<file path="src/sv/clcd_pkg.sv">
// ----------------------------------------------------------------------------
// Character LCD nibble sequencer package
// Shared types, request codes, timing constants and the step generator.
// ----------------------------------------------------------------------------
`default_nettype none

package clcd_pkg;

  typedef enum logic [2:0] {
    REQ_INIT      = 3'd0,
    REQ_COMMAND   = 3'd1,
    REQ_CHAR      = 3'd2,
    REQ_CURSOR    = 3'd3,
    REQ_CLEAR     = 3'd4,
    REQ_STR_START = 3'd5,
    REQ_STR_CHAR  = 3'd6,
    REQ_STR_END   = 3'd7
  } req_type_t;

  localparam int unsigned JobDepth  = 4;
  localparam int unsigned JobPtrW   = $clog2(JobDepth);
  localparam int unsigned InitSteps = 19;
  localparam int unsigned StepW     = $clog2(InitSteps);

  localparam logic [StepW-1:0] InitLastStep  = StepW'(InitSteps - 1);
  localparam logic [StepW-1:0] InitByteFirst = StepW'(5);

  localparam logic [16:0] WaitPowerUp = 17'd100000;
  localparam logic [16:0] WaitWake1   = 17'd10000;
  localparam logic [16:0] WaitWake2   = 17'd125;
  localparam logic [16:0] WaitByte    = 17'd1000;
  localparam logic [16:0] WaitClear   = 17'd11000;

  localparam logic [7:0] CmdClear  = 8'h01;
  localparam logic [7:0] CmdLine1  = 8'h80;
  localparam logic [7:0] CmdLine2  = 8'hC0;
  localparam logic [3:0] NibWake   = 4'h3;
  localparam logic [3:0] NibFour   = 4'h2;
  localparam logic [4:0] WrapCol   = 5'd15;
  localparam logic [4:0] ColMax    = 5'd31;

  // One queued job: either the power-up sequence or one byte, optionally
  // followed by a move to the second line.
  typedef struct packed {
    logic       is_init;
    logic       rs;
    logic [7:0] data;
    logic       clear_wait;
    logic       wrap;
  } job_t;

  typedef struct packed {
    logic        rs;
    logic [3:0]  nibble;
    logic        pulse;
    logic [16:0] wait_us;
    logic        last;
  } step_t;

  function automatic logic [7:0] init_byte(input logic [2:0] idx);
    logic [7:0] b;
    case (idx)
      3'd0:    b = 8'h28;
      3'd1:    b = 8'h08;
      3'd2:    b = 8'h01;
      3'd3:    b = 8'h06;
      3'd4:    b = 8'h28;
      3'd5:    b = 8'h0E;
      3'd6:    b = 8'h06;
      default: b = 8'h00;
    endcase
    return b;
  endfunction

  function automatic step_t step_fields(input job_t job, input logic [StepW-1:0] step);
    step_t            s;
    logic [StepW-1:0] k;
    logic [7:0]       b;
    s = '0;
    k = step - InitByteFirst;
    b = 8'h00;
    if (job.is_init) begin
      case (step)
        5'd0: begin
          s.wait_us = WaitPowerUp;
        end
        5'd1: begin
          s.pulse = 1'b1; s.nibble = NibWake; s.wait_us = WaitWake1;
        end
        5'd2: begin
          s.pulse = 1'b1; s.nibble = NibWake; s.wait_us = WaitWake2;
        end
        5'd3: begin
          s.pulse = 1'b1; s.nibble = NibWake; s.wait_us = WaitByte;
        end
        5'd4: begin
          s.pulse = 1'b1; s.nibble = NibFour; s.wait_us = WaitByte;
        end
        default: begin
          b         = init_byte(k[3:1]);
          s.pulse   = 1'b1;
          s.nibble  = k[0] ? b[3:0] : b[7:4];
          s.wait_us = k[0] ? WaitByte : 17'd0;
        end
      endcase
      s.last = (step == InitLastStep);
    end else begin
      // Steps two and three carry the second-line command after a wrap.
      b         = step[1] ? CmdLine2 : job.data;
      s.rs      = step[1] ? 1'b0 : job.rs;
      s.pulse   = 1'b1;
      s.nibble  = step[0] ? b[3:0] : b[7:4];
      s.wait_us = !step[0] ? 17'd0 :
                  (job.clear_wait && !step[1]) ? WaitClear : WaitByte;
      s.last    = step[0] && (step[1] || !job.wrap);
    end
    return s;
  endfunction

endpackage

`default_nettype wire

</file>
<file path="src/sv/clcd_front.sv">
// ----------------------------------------------------------------------------
// Request classifier
// Turns each request into a job descriptor and keeps the string column.
// ----------------------------------------------------------------------------
`default_nettype none

module clcd_front (
  input  wire logic          clk,
  input  wire logic          rst_n,
  input  wire logic          req_valid,
  input  wire logic [2:0]    req_type,
  input  wire logic [7:0]    byte_value,
  input  wire logic [5:0]    cursor_col,
  input  wire logic          cursor_row,
  output clcd_pkg::job_t     job,
  output logic               job_push
);
  import clcd_pkg::*;

  logic [4:0] col_r, col_nxt;
  req_type_t  rtype;

  assign rtype    = req_type_t'(req_type);
  assign job_push = req_valid;

  always_comb begin
    job     = '0;
    col_nxt = col_r;
    case (rtype)
      REQ_INIT: begin
        job.is_init = 1'b1;
      end
      REQ_COMMAND: begin
        job.data = byte_value;
      end
      REQ_CHAR: begin
        job.rs   = 1'b1;
        job.data = byte_value;
      end
      REQ_CURSOR: begin
        job.data = (cursor_row ? CmdLine2 : CmdLine1) + {2'b00, cursor_col};
      end
      REQ_CLEAR: begin
        job.data       = CmdClear;
        job.clear_wait = 1'b1;
      end
      REQ_STR_START: begin
        job.data       = CmdClear;
        job.clear_wait = 1'b1;
        col_nxt        = '0;
      end
      REQ_STR_CHAR: begin
        job.rs   = 1'b1;
        job.data = byte_value;
        job.wrap = (col_r == WrapCol);
        if (col_r != ColMax) begin
          col_nxt = col_r + 5'd1;
        end
      end
      REQ_STR_END: begin
        job.data = CmdLine1;
      end
      default: begin
        job = '0;
      end
    endcase
  end

  always_ff @(posedge clk) begin
    if (!rst_n) begin
      col_r <= '0;
    end else if (req_valid) begin
      col_r <= col_nxt;
    end
  end

endmodule

`default_nettype wire

</file>
<file path="src/sv/clcd_job_fifo.sv">
// ----------------------------------------------------------------------------
// Job queue
// Short queue between the classifier and the step sequencer.
// ----------------------------------------------------------------------------
`default_nettype none

module clcd_job_fifo (
  input  wire logic           clk,
  input  wire logic           rst_n,
  input  wire logic           push,
  input  wire clcd_pkg::job_t push_job,
  output logic                full,
  input  wire logic           pop,
  output clcd_pkg::job_t      head,
  output logic                head_valid
);
  import clcd_pkg::*;

  job_t               mem [JobDepth];
  logic [JobPtrW-1:0] wr_r, wr_nxt, rd_r, rd_nxt;
  logic [JobPtrW:0]   cnt_r, cnt_nxt;
  logic               do_push, do_pop;

  assign full       = (cnt_r == (JobPtrW+1)'(JobDepth));
  assign head_valid = (cnt_r != '0);
  assign head       = mem[rd_r];
  assign do_push    = push && !full;
  assign do_pop     = pop && head_valid;

  always_comb begin
    wr_nxt  = do_push ? wr_r + 1'b1 : wr_r;
    rd_nxt  = do_pop ? rd_r + 1'b1 : rd_r;
    cnt_nxt = cnt_r + (JobPtrW+1)'(do_push) - (JobPtrW+1)'(do_pop);
  end

  always_ff @(posedge clk) begin
    if (!rst_n) begin
      wr_r  <= '0;
      rd_r  <= '0;
      cnt_r <= '0;
    end else begin
      wr_r  <= wr_nxt;
      rd_r  <= rd_nxt;
      cnt_r <= cnt_nxt;
    end
  end

  always_ff @(posedge clk) begin
    if (do_push) begin
      mem[wr_r] <= push_job;
    end
  end

endmodule

`default_nettype wire

</file>
<file path="src/sv/clcd_back.sv">
// ----------------------------------------------------------------------------
// Step sequencer
// Expands the queue head into nibble steps, one a cycle unless output stalls.
// ----------------------------------------------------------------------------
`default_nettype none

module clcd_back (
  input  wire logic           clk,
  input  wire logic           rst_n,
  input  wire clcd_pkg::job_t head,
  input  wire logic           head_valid,
  output logic                head_pop,
  output clcd_pkg::step_t     step_out,
  output logic                step_valid,
  input  wire logic           step_pop
);
  import clcd_pkg::*;

  logic [StepW-1:0] step_r, step_nxt;
  logic             valid_r, valid_nxt;
  step_t            out_r;
  step_t            cur;
  logic             advance;

  assign cur        = step_fields(head, step_r);
  // The output register moves on when it is empty or its step is taken.
  assign advance    = !valid_r || step_pop;
  assign head_pop   = advance && head_valid && cur.last;
  assign step_out   = out_r;
  assign step_valid = valid_r;

  always_comb begin
    step_nxt  = step_r;
    valid_nxt = valid_r;
    if (advance) begin
      valid_nxt = head_valid;
      if (head_valid) begin
        step_nxt = cur.last ? '0 : step_r + 1'b1;
      end
    end
  end

  always_ff @(posedge clk) begin
    if (!rst_n) begin
      step_r  <= '0;
      valid_r <= 1'b0;
    end else begin
      step_r  <= step_nxt;
      valid_r <= valid_nxt;
    end
  end

  always_ff @(posedge clk) begin
    if (advance && head_valid) begin
      out_r <= cur;
    end
  end

`ifndef SYNTHESIS
  a_step_range: assert property (@(posedge clk) disable iff (!rst_n)
    step_r <= InitLastStep)
    else $error("step index beyond the power-up sequence");

  a_job_held: assert property (@(posedge clk) disable iff (!rst_n)
    step_r != '0 |-> head_valid)
    else $error("job left the queue part-way through its run");

  a_wrap_only: assert property (@(posedge clk) disable iff (!rst_n)
    (step_r >= StepW'(2) && !head.is_init) |-> head.wrap)
    else $error("byte job ran past two steps without a line wrap");

  a_last_pops: assert property (@(posedge clk) disable iff (!rst_n)
    head_pop |=> step_r == '0)
    else $error("step index not cleared after the final step");
`endif

endmodule

`default_nettype wire

</file>
<file path="src/sv/char_lcd_nibble_sequencer.sv">
// ----------------------------------------------------------------------------
// Character LCD nibble sequencer
// Turns display requests into timed nibble steps for a 4-bit LCD bus.
// ----------------------------------------------------------------------------
// Each request is classified on entry and queued as a job in a four-entry
// queue; the step sequencer then emits one nibble step per clock cycle from
// the job at its head into a registered output, unless a step waits
// unpopped. A request expands into 19 steps for power-up initialization,
// 4 for a string character that wraps to line two, and 2 for every other
// request. The sequencer's one-step-per-cycle expansion sets the sustained
// rate; requests are accepted every cycle while the job queue has room,
// also while a step waits on the result side. The step carries the wait
// the caller must time out before taking the next step.
`default_nettype none

module char_lcd_nibble_sequencer (
  input  wire logic        clk,
  input  wire logic        rst_n,
  input  wire logic        in_push,
  output logic             in_full,
  input  wire logic [2:0]  in_req_type,
  input  wire logic [7:0]  in_byte_value,
  input  wire logic [5:0]  in_cursor_col,
  input  wire logic        in_cursor_row,
  output logic             out_empty,
  input  wire logic        out_pop,
  output logic             out_reg_select,
  output logic [3:0]       out_bus_nibble,
  output logic             out_pulse_enable,
  output logic [16:0]      out_wait_after_us,
  output logic             out_last
);
  import clcd_pkg::*;

  job_t  new_job, head_job;
  logic  new_push, head_valid, head_pop, step_valid;
  step_t step;

  clcd_front u_front (
    .clk        (clk),
    .rst_n      (rst_n),
    .req_valid  (in_push && !in_full),
    .req_type   (in_req_type),
    .byte_value (in_byte_value),
    .cursor_col (in_cursor_col),
    .cursor_row (in_cursor_row),
    .job        (new_job),
    .job_push   (new_push)
  );

  clcd_job_fifo u_fifo (
    .clk        (clk),
    .rst_n      (rst_n),
    .push       (new_push),
    .push_job   (new_job),
    .full       (in_full),
    .pop        (head_pop),
    .head       (head_job),
    .head_valid (head_valid)
  );

  clcd_back u_back (
    .clk        (clk),
    .rst_n      (rst_n),
    .head       (head_job),
    .head_valid (head_valid),
    .head_pop   (head_pop),
    .step_out   (step),
    .step_valid (step_valid),
    .step_pop   (out_pop)
  );

  assign out_empty         = !step_valid;
  assign out_reg_select    = step.rs;
  assign out_bus_nibble    = step.nibble;
  assign out_pulse_enable  = step.pulse;
  assign out_wait_after_us = step.wait_us;
  assign out_last          = step.last;

endmodule

`default_nettype wire
</file>
<file path="config.mk">
export PLATFORM = sky130hd
export DESIGN_NAME = char_lcd_nibble_sequencer
export DESIGN_NICKNAME = d
export VERILOG_FILES = /design/src/sv/clcd_pkg.sv /design/src/sv/clcd_front.sv /design/src/sv/clcd_job_fifo.sv /design/src/sv/clcd_back.sv /design/src/sv/char_lcd_nibble_sequencer.sv
export SDC_FILE = /design/constraint.sdc
export NUM_CORES = 1
export LEC_CHECK = 0
export ABC_CLOCK_PERIOD_IN_PS = 3700
export BUFFER_PORTS_ARGS = -buffer_cell sky130_fd_sc_hd__clkbuf_2
export CORE_MARGIN = 2
export CORE_UTILIZATION = 25
export DETAILED_ROUTE_END_ITERATION = 12
export PLACE_DENSITY = 0.45
export RECOVER_POWER = 50
export SYNTH_ARGS = -nofsm -noshare
export SYNTH_HDL_FRONTEND = slang
export SYNTH_SLANG_ARGS = --single-unit
</file>
<file path="constraint.sdc">
create_clock -name clk -period 3.7 [get_ports clk]
set_input_delay 0.37 -clock clk [delete_from_list [all_inputs] [get_ports clk]]
set_output_delay 0.37 -clock clk [all_outputs]
set_load 0.01 [all_outputs]
</file>
== Word-level counts from Yosys, hierarchy flattened ==
Memories as Yosys holds them, arrays and structs flattened. A register that Yosys moved wholly into a read port is not among the register bits.
Cells that the tools add are included.

* Add/sub/neg operators: 8
* Equality and inequality tests: 22
* Reduce and logical (&&, ||, !) cells: 28
* Multiplexer cells: 23

{| class="wikitable"
|+ Operators by type and width
! cell !! count
|-
| $pmux 17 s4 || 1
|-
| $pmux 8 s4 || 1
|-
| $pmux 6 s5 || 1
|-
| $eq 3x3->1 const B || 8
|-
| $mux 23 || 1
|-
| $mux 17 || 1
|-
| $pmux 5 s3 || 1
|-
| $mux 14 || 1
|-
| $eq 3x2->1 const B || 4
|-
| $reduce_or 2->1 || 6
|-
| $add 5x1->5 const B || 2
|-
| $eq 5x2->1 const B || 2
|-
| $mux 10 || 1
|-
| $mux 5 || 2
|-
| $pmux 5 s2 || 1
|-
| $add 8x6->8 || 1
|-
| $mux 4 || 2
|-
| $mux 8 || 1
|-
| $logic_and 1x1->1 || 7
|-
| $mux 7 || 1
|-
| $eq 3x1->1 const B || 2
|-
| $logic_not 3->1 || 2
|-
| $mux 1 || 6
|-
| $reduce_or 3->1 || 2
|-
| 18 further kinds || 24
|}

* RAM bits: 48
* Memories: 1
* Register bits after elaboration: 42
* Bits of input ports: 22
* Word-level logic and storage cells: 93

{| class="wikitable"
|+ Memories
! name !! depth !! width !! read ports !! clocked after Yosys merged registers in !! wr ports !! RTL line !! text
|-
| u_fifo.mem || 4 || 12 || 1 || 1 || 1 || clcd_job_fifo.sv:19 || <nowiki>job_t mem [JobDepth];</nowiki>
|}

== Depth between registers and ports, before layout ==
* Depth after elaboration: 11
* Mapped depth: 12
* Gate-level depth less buffers: 12

== Hierarchy ==
From an unflattened synthesis, not the netlist that was laid out.

* Cells, all modules: 346
* Area total of the unflattened synthesis: 4,270.3 sq um

{| class="wikitable"
|+ By module, submodules not included
! module !! instances !! sequential area each (sq um) !! area each (sq um) !! cells an instance
|-
| clcd_job_fifo || 1 || 1,621.6 || 2,214.6 || 110
|-
| clcd_back || 1 || 660.6 || 1,495.2 || 164
|-
| clcd_front || 1 || 100.1 || 543.0 || 70
|-
| char_lcd_nibble_sequencer || 1 || 0.0 || 17.5 || 2
|}

== Worst setup path after synthesis ==
No wires, ideal clock.

* Path kind: register to register
* From: register (tool-made name)
* To: register u_fifo.cnt_r[2]
* Slack: 0.996 ns
* Path buffers: 0
* Data arrival time: 2.589 ns
* Stages on the path, launching flop included: 12
* Cell sequence: dfxtp_1 -> mux4_2 -> a211o_1 -> a21oi_4 -> ha_1 -> inv_1 -> ha_1 -> inv_1 -> fa_1 -> xnor2_1 -> xnor2_1 -> and2_1

{| class="wikitable"
|+ RTL lines
! item !! RTL line !! text
|-
| end signal: assignment || clcd_job_fifo.sv:44 || <nowiki>cnt_r <= cnt_nxt;</nowiki>
|-
| end: declaration || clcd_job_fifo.sv:21 || <nowiki>logic [JobPtrW:0] cnt_r, cnt_nxt;</nowiki>
|}

==> reports/metrics.yaml <==
sta:
  hold_viol: 0
  slew_headroom: 0.496
  skew_ns: 0.00801
  fin_crit_ns: 2.97
  max_slew.worst_pin.slew_ns: 0.756
  timing.final.crit_share: 0.803
  fmax_mhz: 337
  final-setup-viol-count: 0
  fin_tns_setup_ns: 0
  drv_slew: 0
  grt_setup_unrepaired: "false"
synth:
  synth_area_per_cell_um2: 12.5
  seq_area_frac_synth: 0.584
  async_reset_ff_frac: 0
  synth-seq-cells: 86
  yosysMostFrequentCell: "edfxtp_1"
  yosysTopAreaCell: "edfxtp_1"
  synth-edff-count: 66
  ys.warnings.count: 0
  synth.distinct_cells: 51
  yosys-top-cells-count: "66 x edfxtp_1, 25 x nand2_1, 20 x dfxtp_1"
  synthFlopType: "edfxtp_1"
  synthCells: 326
  synth_top_area_frac: 0.486
  syn_area_um2: 4080
  netlist_top_cells_area: "edfxtp_1 49%, dfxtp_1 9.8%, mux4_2 6.6%, ha_1 4.3%, o21ai_0 2.3%"
drt:
  vias: 2556
  drtIter0Drc: 189
  drc: 0
  drtAntennaViolNets: 0
  wire_per_inst_um: 13.7
  wirelength_um: 8090
  vias_per_cell: 4.33
  first_pass_iters: 4
clock_network:
  cts_setup_buffers: 0
  numClockSinks: 86
  hold_buffers: 0
  h-tree-depth: 3
  clk_latency_ns: 0.33
  clockRootBuffer: "clkbuf_16"
  cts_buffers: 9
  cts_tree: "built"
  clock_path_buffers: 2
  clk_pin_slew_ns: 0.06
  ctsResizeCount: 0
place:
  place.gp.congestion: 0.760
  dpl_cell_area_um2: 4520
  io_buffers: 44
  place_hpwl_um: 5740
setup_path:
  slowest_stage: "mux4_2"
  slowest_delay_ns: 0.51
  cp_max_fo: 6
  critPathLaunchType: "flip-flop"
  path_class: "reg2reg"
  cp.required_ns: 3.93
  path_cells: "buf_4 > mux4_2 > a211o_1 > a21oi_4 > ha_1 > inv_1 > ha_1 > inv_1 > fa_1 > xnor2_1 > xnor2_1 > and2_1"
  end_kind: "flip-flop"
  critical_path_arrival_ns: 3.20
flow_run:
  maxCapViolations: 0
layout:
  fill_cells: 1668
  area_growth_pct: 16.6
  layout.nets: 406
  stdcell_area_um2: 4750
  diodes: 0
  drive_gt1_frac: 0.150
pwr:
  power.density_nw_per_um2: 671
  p_leak_nw: 1.73
  ir_drop_mv: 0.239
  p_total_w: 0.00319
floorplan:
  dieArea_um2: 17300
  fp.dieH_um: 132
  core_area_um2: 15900
  fp-row-count: 46
  initial_core_util: 0.257
  die_width_um: 132
  io_pins: 48
global_routing:
  grt_usage: 0.0975
  grt_max_degree: 21
  antenna_found_initial: 0
  grt_pass1_wl_um: 13200
  grt_pass1_vias: 2490
  grt.overflow.total: 0
outcome:
  status: "complete, no violations"
hold_path:
  hold_class: "in2reg"
## path summary, 6_finish.rpt
check	start	to	slack, ns	cells past startpoint
worst min-delay path	out_pop	u_back.step_valid	0.32	4
worst min register to register	u_front.col_r[4]	u_front.col_r[4]	0.48	2
worst max register to register	flip-flop	u_fifo.cnt_r[2]	0.73	12
worst max-delay path	flip-flop	u_fifo.cnt_r[2]	0.73	12
## area by class of cell
cell class | count | area [um2] | share of cell area
clock buffer | 11 | 233 | 0.0490
tap | 216 | 270 | 0.0569
sequential | 86 | 2380 | 0.501
timing repair buffer | 50 | 233 | 0.0490
clock inverter | 5 | 33.8 | 0.00711
inverter | 19 | 71.3 | 0.0150
multi-input combinational | 203 | 1530 | 0.322
## metal layers
| metal | track usage | share of wire |
|---|---|---|
| met3 | 0.0297 | 0.047 |
| met5 | 0 | 0 |
| met4 | 0.0350 | 0.015 |
| met2 | 0.156 | 0.45 |
| met1 | 0.125 | 0.48 |
## cell families (layout without fill, tap and decap cells)
logic type,after synthesis,in the layout,synth area share
AO/OA/AOI/OAI,48,48,0.0780
buffers and inverters,39,85,0.0420
flip-flops,86,86,0.584
adder cells (fa/ha/maj),15,15,0.0479
multiplexers,22,22,0.0912
XOR/XNOR,8,8,0.0172
AND/OR/NAND/NOR,107,107,0.138
other,1,3,0.000920
## metrics by stage
stage | hold slack (ns) | std cells | setup slack, ns | util
6_report | 0.320 | 590 | 0.730 | 0.299
5_1_grt | 0.341 | 590 | 0.517 | 0.299
4_1_cts | 0.315 | 590 | 0.691 | 0.301
3_5_place_dp | 0.471 | 574 | 0.702 | 0.284
3_3_place_gp | 0.470 | 574 | 0.758 | 0.284
2_1_floorplan | 0.449 | 328 | 0.996 | -
## sequential cells by signal, summed over array words and instances, names as in the netlist, named ones only
register	cells
u_back.step_r	5
u_fifo.mem	48
u_fifo.cnt_r	3
u_fifo.wr_r	2
u_front.col_r	5
u_back.step_valid	1
u_back.step_out	18
u_fifo.rd_r	2
## power by group
group	leakage, nW	internal (W)	switching, W	total (W)
combinational	0.814	0.000370	0.000631	0.00100
sequential	0.787	0.00130	0.0000727	0.00138
clock	0.128	0.000455	0.000357	0.000812
total	1.73	0.00213	0.00106	0.00319
## placed cells by master, fill, tap and decap left out, drive strengths merged, types with 2 or more instances in the layout
| cell type | synthesis | layout |
|---|---|---|
| nand2 | 25 | 25 |
| a31oi | 2 | 2 |
| edfxtp | 66 | 66 |
| buf | 9 | 5 |
| a21boi | 4 | 4 |
| nand2b | 5 | 5 |
| xor2 | 2 | 2 |
| ha | 14 | 14 |
| nand3 | 14 | 14 |
| inv | 18 | 19 |
| o21a | 2 | 2 |
| mux4 | 12 | 12 |
| o31ai | 2 | 2 |
| clkinv | 1 | 4 |
| mux2i | 9 | 9 |
| and2 | 12 | 12 |
| nor3b | 4 | 4 |
| o21ai | 19 | 19 |
| nor2b | 8 | 8 |
| nor3 | 6 | 6 |
| dfxtp | 20 | 20 |
| and3 | 7 | 7 |
| a21oi | 7 | 7 |
| clkbuf | 11 | 56 |
| conb | 1 | 3 |
| xnor2 | 6 | 6 |
| nand4 | 4 | 4 |
| nor2 | 15 | 15 |
| or3 | 4 | 4 |
## critical path: cells and delay by family (launching register included)
family,cells,cell delay [ns]
AND/OR/NAND/NOR,1,0.15
AO/OA/AOI/OAI,2,0.55
adder cells (fa/ha/maj),3,0.77
flip-flops,1,0.33
buffers and inverters,3,0.28
XOR/XNOR,2,0.28
multiplexers,1,0.51
(Power assumes the default switching activity.)
